**src/sv/lpd_pkg.sv**
```systemverilog
// Shared types and constants for the length-prefixed deframer.
`timescale 1ns / 1ps

package lpd_pkg;

    // Frame header layout.
    localparam int HEADER_BYTES = 4;
    localparam int LEN_BITS     = 28;

    // Command codes carried by the input transaction.
    localparam logic CMD_PUSH = 1'b0;
    localparam logic CMD_POP  = 1'b1;

    // Status codes of a result transaction.
    localparam logic [2:0] ST_STORED   = 3'd0;
    localparam logic [2:0] ST_READY    = 3'd1;
    localparam logic [2:0] ST_OVERFLOW = 3'd2;
    localparam logic [2:0] ST_BAD_LEN  = 3'd3;
    localparam logic [2:0] ST_POP      = 3'd4;
    localparam logic [2:0] ST_NONE     = 3'd5;

    // Command queue between the front and the back.
    localparam int QUEUE_DEPTH = 2;
    localparam int QPTR_W      = $clog2(QUEUE_DEPTH);
    localparam int QCNT_W      = $clog2(QUEUE_DEPTH + 1);

    typedef struct packed {
        logic       command;
        logic [7:0] data_byte;
    } t_in_item;

    typedef struct packed {
        logic [2:0]  status;
        logic [7:0]  out_byte;
        logic        byte_valid;
        logic        last_byte;
        logic [3:0]  frame_type;
        logic [9:0]  payload_length;
        logic [10:0] fill_level;
    } t_out_item;

    typedef enum logic {
        OP_PUSH,
        OP_POP
    } t_op_kind;

    typedef struct packed {
        t_op_kind   kind;
        logic [7:0] data;
    } t_op;

endpackage

```
**src/sv/lpd_front.sv**
```systemverilog
// Front end: accepts input transactions, classifies them and queues them.
`timescale 1ns / 1ps

module lpd_front
    import lpd_pkg::*;
(
    input  logic     i_clk,
    input  logic     i_rst_n,
    input  logic     i_in_valid,
    output logic     o_in_ready,
    input  t_in_item i_in_data,
    output logic     o_op_valid,
    input  logic     i_op_ready,
    output t_op      o_op
);

    t_op               r_q [QUEUE_DEPTH];
    logic [QPTR_W-1:0] r_wr_ptr;
    logic [QPTR_W-1:0] r_rd_ptr;
    logic [QCNT_W-1:0] r_count;
    logic              push;
    logic              pop;
    t_op               op_in;

    assign o_in_ready = (r_count != QCNT_W'(QUEUE_DEPTH));
    assign o_op_valid = (r_count != '0);
    assign o_op       = r_q[r_rd_ptr];
    assign push       = i_in_valid && o_in_ready;
    assign pop        = o_op_valid && i_op_ready;

    always_comb begin
        op_in.kind = (i_in_data.command == CMD_POP) ? OP_POP : OP_PUSH;
        op_in.data = i_in_data.data_byte;
    end

    always_ff @(posedge i_clk) begin
        if (!i_rst_n) begin
            r_wr_ptr <= '0;
            r_rd_ptr <= '0;
            r_count  <= '0;
        end else begin
            if (push) begin
                r_wr_ptr <= r_wr_ptr + 1'b1;
            end
            if (pop) begin
                r_rd_ptr <= r_rd_ptr + 1'b1;
            end
            if (push && !pop) begin
                r_count <= r_count + 1'b1;
            end else if (pop && !push) begin
                r_count <= r_count - 1'b1;
            end
        end
    end

    always_ff @(posedge i_clk) begin
        if (push) begin
            r_q[r_wr_ptr] <= op_in;
        end
    end

endmodule

```
**config.mk**
```make
export PLATFORM = sky130hd
export DESIGN_NAME = lpd_front
export DESIGN_NICKNAME = d
export VERILOG_FILES = /design/src/sv/lpd_pkg.sv /design/src/sv/lpd_front.sv
export SDC_FILE = /design/constraint.sdc
export NUM_CORES = 1
export LEC_CHECK = 0
export BUFFER_PORTS_ARGS = -buffer_cell sky130_fd_sc_hd__buf_2
export CORE_MARGIN = 2
export CORE_UTILIZATION = 49
export DETAILED_ROUTE_END_ITERATION = 6
export MAX_ROUTING_LAYER = met4
export PLACE_DENSITY = 0.75
export REMOVE_ABC_BUFFERS = 1
export SLEW_MARGIN = 10
export SYNTH_ARGS = -nofsm -noshare
export SYNTH_HDL_FRONTEND = slang
export SYNTH_SLANG_ARGS = --single-unit
```
**constraint.sdc**
```tcl
create_clock -name i_clk -period 1.67 [get_ports i_clk]
set_input_delay 0.0835 -clock i_clk [delete_from_list [all_inputs] [get_ports i_clk]]
set_output_delay 0.0835 -clock i_clk [all_outputs]
set_load 0.01 [all_outputs]
```
==> run metrics <==
First-pass DRT Iterations 1; antenna-violating nets left 0; clock sinks 23; pin count of the biggest net entering global routing 13; final setup fails 0; initial core utilization 0.521; DR DRC count 0; synth-to-layout area growth 29.0%; delay-heaviest family, CP simple AND/OR/NAND/NOR gates; Avg Synthesized Cell Area 17.1 um^2; vias post-DR 543; I/O pin count 24; Yosys reg bits 23; first-pass GRT wire length 2.08 mm; total grt overflow 0; initial antenna violation count 0; final wirelength 1.38 mm; crit-path max cell delay 0.38 ns; Final Max Slew Viols 0; Synth Cell Area 890 um^2; Setup TNS Final 0 ns; Leak 0.000449 uW; WP data arrival 1.83 ns; Slowest cell on crit path dfxtp_1; min Tclk post-route 1.59 ns; Hold Fails Final Rpt 0; antenna fix cells 0; Max-slew headroom 0.708; clock buffer depth 2; GPL Wtd Cong 0.683; Reg clk slew, reported paths 0.11 ns; # port buffers 23; Max-cap violations 0; vias in the first global route 558; CTS H-tree lvls 1; CTS tree done; sequential area share after synthesis 0.720; RSZ-0062 raised after global routing no; Worst VDD drop 0.000769 V; DR vias/cell 4.85; TritonCTS Buffers 3; Fmax 0.629 GHz; DIE HEIGHT 46.6 um; GR Util All Layers 0.150; Rows 15; Tcrit/Tclk final 0.952; Critical Path RT 1.91 ns; Clock Tree Root clkbuf_4; CP Max Fanout 5; worst path buffer plus inverter count 0; Post-Synthesis Cells 52; Synth cell types 19; HP Class in -> reg; full die area 2170 um^2; Die W 46.6 um; measured slew at the worst slew-check pin 0.438 ns; CP endpoint kind register; routed len/inst 12.3 um; nets@finish 102; register area 641 um^2; # fillers 130; worst clock skew 0.00480 ns; status completed; DPL Wire Length 957 um; CP startpoint kind register; Synthesis Warnings 0; Initial DRC Count 0; layout cell share with drive strength beyond 1 0.437; CTS resizes 0; WS Path Type reg -> reg; clock insertion delay at the later pin of the skew report 0.30 ns; Multi-input gate area 240 um^2; core area 1710 um^2; P per Cell Area 1320 nW/um^2; final core occ 0.672; CP cell instances nand2b_4 -> and2_1 -> ha_1 -> or3_1 -> a21boi_1
==> metal layers <==
metal,share of wire,global-route usage,routed length [um]
met5,0,-,0
met4,0.025,0.100,34
met3,0.040,0.0353,55
met2,0.54,0.278,747
met1,0.39,0.131,538
==> metrics by stage <==
stage	power, uW	setup WS (ns)	area, um^2	std cells	hold slack [ns]
finish	1510	0.0798	1150	112	0.0497
global route	1600	0.0199	1150	112	0.0562
CTS	1530	0.0684	1150	112	0.0469
detailed placement	1280	0.100	1030	99	0.277
global placement	1260	0.176	1030	99	0.272
floorplan	1120	0.170	885	51	0.182
==> power by group <==
part | leakage [uW] | internal, uW | switching (uW)
registers | 0.000209 | 725 | 75.4
clock network | 0.0000150 | 93.1 | 148
logic | 0.000224 | 265 | 209
==> synth_stat cells <==
master | n | area, um^2
edfxtp_1 | 18 | 541
xnor2_1 | 2 | 17.5
o21ai_0 | 1 | 5.00
or3_1 | 1 | 6.26
o21ai_1 | 1 | 5.00
nand2b_4 | 1 | 13.8
dfxtp_1 | 5 | 100
a21bo_2 | 1 | 10.0
inv_1 | 1 | 3.75
or2_2 | 1 | 6.26
a21boi_1 | 1 | 7.51
mux2_2 | 9 | 101
xor2_1 | 1 | 8.76
ha_1 | 1 | 12.5
buf_2 | 1 | 5.00
and2_1 | 4 | 25.0
and3_1 | 1 | 6.26
a21boi_0 | 1 | 7.51
nand3b_1 | 1 | 7.51
==> cell usage in the layout, fill, tap and decap left out, drive strengths merged <==
master	Yosys	final
a21bo	1	1
a21boi	2	2
and2	4	4
and3	1	1
buf	1	23
clkbuf	0	4
dfxtp	5	5
dlygate4sd3	0	9
edfxtp	18	18
ha	1	1
inv	1	1
mux2	9	9
nand2b	1	1
nand3b	1	1
o21ai	2	2
or2	1	1
or3	1	1
xnor2	2	2
xor2	1	1
==> final timing paths <==
kind | start | to | slack (ns) | cells past startpoint
worst max-delay path | r_count[0] | r_count[1] | 0.08 | 5
worst min-delay path | i_rst_n | register | 0.05 | 2
worst min register to register | r_count[1] | r_count[1] | 0.56 | 2
worst max register to register | r_count[0] | r_count[1] | 0.08 | 5
==> kinds of logic after synthesis <==
group / after synthesis / share of synthesized area
AOI/OAI and AO/OA: 5 / 0.0394
xor gates and xnor gates: 3 / 0.0295
adders and majority gates: 1 / 0.0141
buffers and inverters: 2 / 0.00984
DFF: 23 / 0.720
muxes: 9 / 0.114
and+or+nand+nor: 9 / 0.0731
==> area by class of cell <==
cell class                      count  area share
Clock buffer                        4      0.0229
Inverter                            1     0.00327
Multi-Input combinational cell     27       0.209
Sequential cell                    23       0.558
Tap cell                           25      0.0273
Timing Repair Buffer               32       0.179
==> what timing repair did <==
action / in CTS / in global routing
setup buffers: 0 / 0
hold buffers: 9 / 0
endpoints found under the hold margin: 18 / 0
==> sequential cells by signal, indices dropped and copies added (netlist names), named ones only <==
name	flops
r_q	18
r_count	2
r_rd_ptr	1
r_wr_ptr	1
Power figures use the tool's default switching activity.
